$ cat src/sv/lrs_pkg.sv
`timescale 1ns / 1ps

package lrs_pkg;

  localparam int SMP_W = 16;
  localparam int VOL_W = 7;
  localparam logic [VOL_W-1:0] VOL_MAX = 7'd100;

  localparam int P2_W = 22;
  localparam int M2_W = 23;
  localparam int S2 = 29;
  localparam logic [M2_W-1:0] M2 = 23'd5368710;

  typedef struct packed {
    logic load;
    logic issue;
    logic a_cur;
    logic frame_end;
    logic last_of_run;
  } lrs_cmd_t;

endpackage

$ cat src/sv/lrs_ctrl.sv
`timescale 1ns / 1ps

module lrs_ctrl #(
  parameter int IN_FRAME = 371,
  parameter int OUT_FRAME = 1024
) (
  input  logic                          clk,
  input  logic                          rst_n,
  input  logic                          in_valid,
  output logic                          in_stall,
  input  logic                          dp_en,
  output lrs_pkg::lrs_cmd_t             cmd,
  output logic [$clog2(OUT_FRAME)-1:0]  cmd_frac
);

  localparam int D = OUT_FRAME - 1;
  localparam int STEP = IN_FRAME - 1;
  localparam int RW = $clog2(OUT_FRAME);
  localparam int LW = $clog2(IN_FRAME);
  localparam int OW = $clog2(OUT_FRAME + 1);

  typedef enum logic {
    ST_IDLE,
    ST_RUN
  } state_t;

  state_t         state_r, state_nxt;
  logic [LW-1:0]  in_idx_r, in_idx_nxt;
  logic [OW-1:0]  out_idx_r, out_idx_nxt;
  logic [LW-1:0]  left_r, left_nxt;
  logic [RW-1:0]  frac_r, frac_nxt;
  logic           last_in_r, last_in_nxt;

  logic           accept;
  logic           emit;
  logic           more;
  logic [RW:0]    frac_sum;
  logic           wrap;
  logic [RW-1:0]  frac_adv;
  logic [LW-1:0]  left_adv;
  logic [OW-1:0]  out_adv;

  assign in_stall = (state_r != ST_IDLE);
  assign accept   = in_valid && (state_r == ST_IDLE);
  assign cmd_frac = frac_r;

  assign frac_sum = {1'b0, frac_r} + (RW+1)'(STEP);
  assign wrap     = (frac_sum >= (RW+1)'(D));
  assign frac_adv = wrap ? RW'(frac_sum - (RW+1)'(D)) : frac_sum[RW-1:0];
  assign left_adv = left_r + LW'(wrap);
  assign out_adv  = out_idx_r + OW'(1);

  assign emit = (out_idx_r < OW'(OUT_FRAME)) && ((left_r < in_idx_r) || last_in_r);
  assign more = (out_adv < OW'(OUT_FRAME)) && ((left_adv < in_idx_r) || last_in_r);

  always_comb begin
    state_nxt   = state_r;
    in_idx_nxt  = in_idx_r;
    out_idx_nxt = out_idx_r;
    left_nxt    = left_r;
    frac_nxt    = frac_r;
    last_in_nxt = last_in_r;
    cmd         = '0;
    case (state_r)
      ST_IDLE: begin
        if (accept) begin
          cmd.load = 1'b1;
          if (in_idx_r == '0) begin
            in_idx_nxt = LW'(1);
          end else begin
            last_in_nxt = (in_idx_r == LW'(IN_FRAME - 1));
            state_nxt   = ST_RUN;
          end
        end
      end
      ST_RUN: begin
        if (!emit || dp_en) begin
          if (emit) begin
            cmd.issue       = 1'b1;
            cmd.a_cur       = !(left_r < in_idx_r);
            cmd.frame_end   = (out_idx_r == OW'(OUT_FRAME - 1));
            cmd.last_of_run = !more;
            out_idx_nxt     = out_adv;
            left_nxt        = left_adv;
            frac_nxt        = frac_adv;
          end
          if (!emit || !more) begin
            state_nxt = ST_IDLE;
            if (last_in_r) begin
              in_idx_nxt  = '0;
              out_idx_nxt = '0;
              left_nxt    = '0;
              frac_nxt    = '0;
            end else begin
              in_idx_nxt = in_idx_r + LW'(1);
            end
          end
        end
      end
      default: begin
        state_nxt = ST_IDLE;
      end
    endcase
  end

  always_ff @(posedge clk) begin
    if (!rst_n) begin
      state_r   <= ST_IDLE;
      in_idx_r  <= '0;
      out_idx_r <= '0;
      left_r    <= '0;
      frac_r    <= '0;
      last_in_r <= 1'b0;
    end else begin
      state_r   <= state_nxt;
      in_idx_r  <= in_idx_nxt;
      out_idx_r <= out_idx_nxt;
      left_r    <= left_nxt;
      frac_r    <= frac_nxt;
      last_in_r <= last_in_nxt;
    end
  end

endmodule

$ cat src/sv/lrs_dpath.sv
`timescale 1ns / 1ps

module lrs_dpath #(
  parameter int OUT_FRAME = 1024
) (
  input  logic                                 clk,
  input  logic                                 rst_n,
  input  logic signed [lrs_pkg::SMP_W-1:0]     in_sample,
  input  lrs_pkg::lrs_cmd_t                    cmd,
  input  logic [$clog2(OUT_FRAME)-1:0]         cmd_frac,
  output logic                                 dp_en,
  input  logic                                 cfg_wr_en,
  input  logic [lrs_pkg::VOL_W-1:0]            cfg_wr_data,
  output logic                                 out_valid,
  input  logic                                 out_stall,
  output logic signed [lrs_pkg::SMP_W-1:0]     out_sample,
  output logic                                 out_frame_end,
  output logic                                 out_last_of_run
);

  localparam int D = OUT_FRAME - 1;
  localparam int RW = $clog2(OUT_FRAME);
  localparam int NSW = 16 + RW;
  localparam int NW = 15 + RW;
  localparam int L1 = $clog2(D);
  localparam int S1 = NW + L1;
  localparam int M1W = NW + 2;
  localparam logic [63:0] M1_64 = ((64'd1 << S1) + 64'(D) - 64'd1) / 64'(D);
  localparam logic [M1W-1:0] M1 = M1_64[M1W-1:0];
  localparam logic [RW-1:0] DV = RW'(D);

  logic [lrs_pkg::VOL_W-1:0] vol_r;
  logic signed [15:0]        prev_r, cur_r;

  logic [6:1]                v_r;
  logic [1:0]                fl1_r, fl2_r, fl3_r, fl4_r, fl5_r, fl6_r;
  logic                      neg3_r, neg4_r, neg5_r, neg6_r;

  logic signed [NSW-1:0]     pa1_r;
  logic signed [16:0]        d1_r;
  logic [RW-1:0]             frac1_r;
  logic signed [NSW-1:0]     n2_r;
  logic [NW-1:0]             mag3_r;
  logic [15:0]               q4_r;
  logic [lrs_pkg::P2_W-1:0]  p5_r;
  logic [15:0]               q6_r;

  logic                      out_valid_r;
  logic signed [15:0]        out_sample_r;
  logic                      out_frame_end_r;
  logic                      out_last_r;

  logic signed [15:0]        a_sel;
  logic signed [NSW:0]       pa_full;
  logic signed [RW+17:0]     prod_dr;
  logic signed [RW+17:0]     n_full;
  logic [NSW-1:0]            n_neg;
  logic [NW+M1W-1:0]         prod1;
  logic [22:0]               p5_full;
  logic [lrs_pkg::P2_W+lrs_pkg::M2_W-1:0] prod2;
  logic [15:0]               q6_neg;

  assign dp_en = !out_valid_r || !out_stall;

  assign a_sel   = cmd.a_cur ? cur_r : prev_r;
  assign pa_full = $signed(a_sel) * $signed({1'b0, DV});
  assign prod_dr = $signed(d1_r) * $signed({1'b0, frac1_r});
  assign n_full  = prod_dr + $signed({{2{pa1_r[NSW-1]}}, pa1_r});
  assign n_neg   = -n2_r;
  assign prod1   = mag3_r * M1;
  assign p5_full = q4_r * vol_r;
  assign prod2   = p5_r * lrs_pkg::M2;
  assign q6_neg  = -q6_r;

  always_ff @(posedge clk) begin
    if (!rst_n) begin
      vol_r <= lrs_pkg::VOL_MAX;
    end else if (cfg_wr_en) begin
      vol_r <= (cfg_wr_data > lrs_pkg::VOL_MAX) ? lrs_pkg::VOL_MAX : cfg_wr_data;
    end
  end

  always_ff @(posedge clk) begin
    if (cmd.load) begin
      prev_r <= cur_r;
      cur_r  <= in_sample;
    end
  end

  always_ff @(posedge clk) begin
    if (!rst_n) begin
      v_r         <= '0;
      out_valid_r <= 1'b0;
    end else if (dp_en) begin
      v_r         <= {v_r[5:1], cmd.issue};
      out_valid_r <= v_r[6];
    end
  end

  always_ff @(posedge clk) begin
    if (dp_en) begin
      pa1_r   <= pa_full[NSW-1:0];
      d1_r    <= {cur_r[15], cur_r} - {a_sel[15], a_sel};
      frac1_r <= cmd_frac;
      fl1_r   <= {cmd.frame_end, cmd.last_of_run};

      n2_r    <= n_full[NSW-1:0];
      fl2_r   <= fl1_r;

      neg3_r  <= n2_r[NSW-1];
      mag3_r  <= n2_r[NSW-1] ? n_neg[NW-1:0] : n2_r[NW-1:0];
      fl3_r   <= fl2_r;

      q4_r    <= prod1[S1 +: 16];
      neg4_r  <= neg3_r;
      fl4_r   <= fl3_r;

      p5_r    <= p5_full[lrs_pkg::P2_W-1:0];
      neg5_r  <= neg4_r;
      fl5_r   <= fl4_r;

      q6_r    <= prod2[lrs_pkg::S2 +: 16];
      neg6_r  <= neg5_r;
      fl6_r   <= fl5_r;

      out_sample_r    <= neg6_r ? q6_neg : q6_r;
      out_frame_end_r <= fl6_r[1];
      out_last_r      <= fl6_r[0];
    end
  end

  assign out_valid       = out_valid_r;
  assign out_sample      = out_sample_r;
  assign out_frame_end   = out_frame_end_r;
  assign out_last_of_run = out_last_r;

endmodule

$ cat src/sv/linear_resampler_371_to_1024.sv
`timescale 1ns / 1ps

// Linear-interpolation resampler: frames of IN_FRAME mono samples become
// frames of OUT_FRAME samples, scaled by a volume in percent.
// Input channel: in_valid / in_stall / in_sample, one sample per word.
// Output channel: out_valid / out_stall with out_sample, out_frame_end (last
// word of an output frame) and out_last_of_run (last word released by one
// input sample). Config: cfg_wr_en / cfg_wr_data sets the volume, 0..100,
// larger values clamp to 100; write it only while the block is idle.
// Throughput: an input sample holds off the next one until the output sequencer
// has issued every output that it releases (at most 3 with the default sizes);
// the first sample of a frame releases none. The sequencer issues one output
// per cycle into the arithmetic pipeline while the output is not stalled.
// Pipeline: each output passes six multiply / reciprocal stages plus the
// output register.
// Reset: volume 100, frame position at the start of a frame, pipeline empty.
// A stall on the output freezes the pipeline and holds the sequencer on its
// next output; no data is lost.
module linear_resampler_371_to_1024 #(
  parameter int IN_FRAME = 371,
  parameter int OUT_FRAME = 1024
) (
  input  logic                              clk,
  input  logic                              rst_n,
  input  logic                              in_valid,
  output logic                              in_stall,
  input  logic signed [lrs_pkg::SMP_W-1:0]  in_sample,
  output logic                              out_valid,
  input  logic                              out_stall,
  output logic signed [lrs_pkg::SMP_W-1:0]  out_sample,
  output logic                              out_frame_end,
  output logic                              out_last_of_run,
  input  logic                              cfg_wr_en,
  input  logic [lrs_pkg::VOL_W-1:0]         cfg_wr_data
);

  lrs_pkg::lrs_cmd_t               cmd;
  logic [$clog2(OUT_FRAME)-1:0]    cmd_frac;
  logic                            dp_en;

  lrs_ctrl #(
    .IN_FRAME  (IN_FRAME),
    .OUT_FRAME (OUT_FRAME)
  ) u_ctrl (
    .clk      (clk),
    .rst_n    (rst_n),
    .in_valid (in_valid),
    .in_stall (in_stall),
    .dp_en    (dp_en),
    .cmd      (cmd),
    .cmd_frac (cmd_frac)
  );

  lrs_dpath #(
    .OUT_FRAME (OUT_FRAME)
  ) u_dpath (
    .clk             (clk),
    .rst_n           (rst_n),
    .in_sample       (in_sample),
    .cmd             (cmd),
    .cmd_frac        (cmd_frac),
    .dp_en           (dp_en),
    .cfg_wr_en       (cfg_wr_en),
    .cfg_wr_data     (cfg_wr_data),
    .out_valid       (out_valid),
    .out_stall       (out_stall),
    .out_sample      (out_sample),
    .out_frame_end   (out_frame_end),
    .out_last_of_run (out_last_of_run)
  );

`ifndef SYNTH
  a_no_issue_on_load: assert property (@(posedge clk) disable iff (!rst_n)
    (in_valid && !in_stall) |-> !cmd.issue)
    else $error("output issued in the cycle a word is accepted");

  a_issue_needs_room: assert property (@(posedge clk) disable iff (!rst_n)
    cmd.issue |-> dp_en)
    else $error("output issued while the pipeline is frozen");

  a_frame_end_closes_run: assert property (@(posedge clk) disable iff (!rst_n)
    (out_valid && out_frame_end) |-> out_last_of_run)
    else $error("frame end word is not the last of its run");
`endif

endmodule

$ cat config.mk
export PLATFORM = sky130hd
export DESIGN_NAME = linear_resampler_371_to_1024
export DESIGN_NICKNAME = d
export VERILOG_FILES = /design/src/sv/lrs_pkg.sv /design/src/sv/lrs_ctrl.sv /design/src/sv/lrs_dpath.sv /design/src/sv/linear_resampler_371_to_1024.sv
export SDC_FILE = /design/constraint.sdc
export NUM_CORES = 2
export LEC_CHECK = 0
export BUFFER_PORTS_ARGS = -buffer_cell sky130_fd_sc_hd__clkbuf_2
export CAP_MARGIN = 20
export CORE_MARGIN = 5
export CORE_UTILIZATION = 47
export CTS_CLUSTER_DIAMETER = 60
export DETAILED_ROUTE_END_ITERATION = 12
export GPL_ROUTABILITY_DRIVEN = 0
export PLACE_DENSITY_LB_ADDON = 0.08
export REMOVE_ABC_BUFFERS = 1
export SYNTH_ARGS = -nofsm -noshare
export SYNTH_HDL_FRONTEND = slang
export SYNTH_SLANG_ARGS = --single-unit
$ cat constraint.sdc
create_clock -name clk -period 7.6 [get_ports clk]
set_input_delay 1.52 -clock clk [delete_from_list [all_inputs] [get_ports clk]]
set_output_delay 1.52 -clock clk [all_outputs]
set_load 0.02 [all_outputs]
==> run summary <==
The run finished with clean final reports. The tools report the final hold violation count as 0. For this block, the routed nets add up to 79.9 mm of wire.

Counting along the longest clock path gives a buffer depth of 3. In this run the post-CTS setup repair buffer count came out at 0. The share of post-route cells with drive strength above 1 came out at 0.0684.

Max-capacitance violation count: 0. Sorting the synthesized cells by how often they occur yields sky130_fd_sc_hd__inv_1 (728), sky130_fd_sc_hd__ha_1 (581), sky130_fd_sc_hd__fa_1 (508). For this run, the slowest stage of the critical path takes 0.52 ns.

The via density per instance was 5.10. For flop-to-flop paths, the worst setup slack is 0.53 ns. Utilization of the core after routing: 0.518. Counting instances, the worst hold path has a depth of 0.

The startpoint identified for the worst register-to-register timing path is u_ctrl.in_idx_r[6]$_SDFFE_PN0P_. The worst relative slew slack is 0.375, and the count of cell types in the netlist is 101. The worst register-to-register path ends at u_dpath.pa1_r[24]$_DFFE_PP_. The fmax is 141 MHz, and the chip height is 293 µm. Fill cells in the final layout number 7312.

Area of the core: 79300 µm². For the die area, the log shows 85800 µm². Share of the synthesized area in the top cell type: 0.270.

The share of synthesized registers carrying an async set or reset is 0, and the number of nets at the end of the flow is 4929. In this run, the number of DRC markers left after iteration 0 of detailed routing was 924. The maximum number of pins on one net before global-route repair came out at 131. Critical hold path startpoint: u_dpath.fl1_r[1]$_SDFFCE_PN0P_.

By area the synthesized netlist is led by sky130_fd_sc_hd__fa_1 (27%), sky130_fd_sc_hd__ha_1 (19%), sky130_fd_sc_hd__edfxtp_1 (18%), sky130_fd_sc_hd__inv_1 (7.3%), sky130_fd_sc_hd__xnor2_1 (4.0%). TritonCTS built the clock tree. The ratio of final minimum period to clock period came out at 0.931. The synthesized design contains 224 enable-type register cells. The worst hold path terminates at u_dpath.fl2_r[1]$_DFFE_PP_. The minimum clock period after layout was 7.07 ns. The most instantiated library cell after synthesis was sky130_fd_sc_hd__inv_1. STA classifies the critical path endpoint as a register. The first detailed-routing pass ran for 5 iterations. The run gives 0.475 as the initial core utilization. The synthesized instance count came out at 3693. The first global-routing pass estimated 135 mm of wire.

The critical path is of the register to register type. The H-tree was split into 2 levels. The tools report the worst clock skew as 0.0266 ns.

The top fanout value on the critical path came out at 10. The depth of the worst register-to-register path works out to 32. For the total number of yosys warnings, the log shows 0.

The tree is rooted in a sky130_fd_sc_hd__clkbuf_16. The HPWL after detailed placement is 67.2 mm. A synthesized cell averages 10.2 µm².

The area growth from synthesis to layout is 9.06%. The synthesized design spends more area on one cell type than any other, namely sky130_fd_sc_hd__fa_1. The final route contains 25000 vias. The share of the yosys chip area belonging to registers is 0.208.

The antenna violation net count after detailed routing came out at 0. The mapped netlist covers 37600 µm². The tools report the total global-route track usage as 0.192. The worst hold path belongs to the class register to register.

At the pin with the least slew margin, the transition time is 0.937 ns. For this run, design rule violations remaining after detail routing come to 0. Global routing finished with a remaining overflow of 0.

The clock-pin slew of the registers on the worst-case setup and hold paths was 0.06 ns. The tools report the sort of element at the start of the critical path as a register. The logs give 39 for the total clock buffers created by CTS and 1 for the initial antenna violation count.

Setup violations remaining at the end of the flow were counted as 0. Among all stages on the critical path, the largest delay is contributed by sky130_fd_sc_hd__fa_1. The x dimension of the die works out to 293 µm. STA puts the critical path data required time at 7.92 ns. The initialized floorplan defines 103 standard-cell rows.

Worst-skew pair later-pin latency: 0.58 ns. For the worst path arrival time, the log shows 7.40 ns. Among all flip-flop cells after synthesis, the most frequent one is sky130_fd_sc_hd__edfxtp_1. The via count of the first global-routing pass was 26100; the number of ports placed on the die boundary was 48. The repair_antennas step left the layout with diodes totalling 0.

Total clock sinks: 279. In the final routed layout, each cell accounts on average for 16.3 µm. The final count of pins violating max slew is 0, and the count of buffers inserted at the top-level ports is 47.

Post-synthesis register bit count: 279.
-- critical path, delay by kind of cell, from the launching register on --
kind                     cells  cell delay, ns
AND/OR/NAND/NOR              1            0.07
adder cells (fa/ha/maj)      7            2.57
buffers and inverters        7            0.70
XOR/XNOR                     3            0.39
AO/OA/AOI/OAI               14            2.69
flip-flops                   1            0.38
-- per-stage QoR --
step / hold slack (ns) / worst slack, ns / TNS, ns / cell area [µm²] / std cells
3_3_place_gp: 0.402 / -0.0265 / -0.0265 / 39700 / 4821
4_1_cts: 0.421 / 0.368 / 0 / 41000 / 4893
5_1_grt: 0.423 / -0.0286 / -0.0286 / 41100 / 4893
3_5_place_dp: 0.405 / -0.0767 / -0.137 / 39700 / 4821
2_1_floorplan: 0.400 / -0.767 / -12.23 / 37400 / 3623
6_report: 0.418 / 0.525 / 0 / 41100 / 4893
-- registers in the layout, summed over array words and instances (netlist names), 6 cells and up --
name / cells
u_ctrl.cmd_frac: 10
u_dpath.frac1_r: 10
u_dpath.q4_r: 16
u_ctrl.out_idx_r: 11
u_dpath.p5_r: 22
u_dpath.prev_r: 16
u_dpath.out_sample: 16
u_dpath.v_r: 6
u_ctrl.in_idx_r: 9
u_dpath.vol_r: 7
u_dpath.q6_r: 16
u_dpath.d1_r: 17
u_dpath.pa1_r: 26
u_dpath.n2_r: 26
u_dpath.mag3_r: 25
u_ctrl.left_r: 9
u_dpath.cur_r: 16
-- cell usage in the layout, fill, tap and decap left out, drive strengths merged, types with 99 or more instances in the layout --
master	synthesis	final
edfxtp	224	224
fa	508	508
inv	729	737
nor2	123	123
ha	581	581
nand2	321	321
xnor2	174	174
buf	9	101
and2	129	129
o21ai	99	99
a21oi	129	129
-- per-layer routing --
layer | GRT usage | part of all wire | wire, µm | vias up
met5 | 0 | 0 | 0 | -
met4 | 0.0411 | 0.021 | 1660 | 0
met3 | 0.0198 | 0.028 | 2240 | 90
met2 | 0.333 | 0.49 | 38900 | 253
met1 | 0.263 | 0.46 | 37100 | 12300
li1 | - | - | - | 12300
-- cell families after synthesis --
logic type      after synthesis  synth area share
xor+xnor                    241            0.0563
simple gates                803             0.104
compound gates              459            0.0824
fa+ha+maj                  1097             0.465
buf+inv                     800            0.0801
mux                          14           0.00372
flops                       279             0.208
-- final cells by class --
class | count | area [µm²] | area share
repair buffers | 148 | 993 | 0.0242
clock inverters | 26 | 320 | 0.00780
flip-flops and latches | 279 | 7830 | 0.191
multi-input cells | 2614 | 26800 | 0.654
inverters | 730 | 2750 | 0.0669
clock buffers | 46 | 1010 | 0.0247
well taps | 1050 | 1310 | 0.0320
-- worst max path at each step --
| stage | slack, ns | endpoint | startpoint | cells past startpoint |
|---|---|---|---|---|
| 3_3_place_gp | -0.03 | u_dpath.pa1_r[24]$_DFFE_PP_ | out_stall | 29 |
| 5_1_grt | -0.03 | u_dpath.pa1_r[24]$_DFFE_PP_ | u_ctrl.in_idx_r[6]$_SDFFE_PN0P_ | 32 |
| 3_5_place_dp | -0.08 | u_dpath.pa1_r[24]$_DFFE_PP_ | out_stall | 29 |
| 4_1_cts | 0.37 | u_dpath.pa1_r[24]$_DFFE_PP_ | u_ctrl.in_idx_r[6]$_SDFFE_PN0P_ | 32 |
| 6_report | 0.53 | u_dpath.pa1_r[24]$_DFFE_PP_ | u_ctrl.in_idx_r[6]$_SDFFE_PN0P_ | 32 |
| 2_1_floorplan | -0.77 | u_dpath.pa1_r[24]$_DFFE_PP_ | out_stall | 19 |
-- repair_timing --
| action | 4_1_cts | 5_1_grt |
|---|---|---|
| resized for setup | 0 | 5 |
| setup endpoints to repair | 0 | 3 |
| hold buffers | 0 | 0 |
| hold endpoints to repair | 0 | 0 |
Power is left out: the tool's default activity adds up to more than one toggle a clock period on the data nets, which glitch-free logic cannot reach.
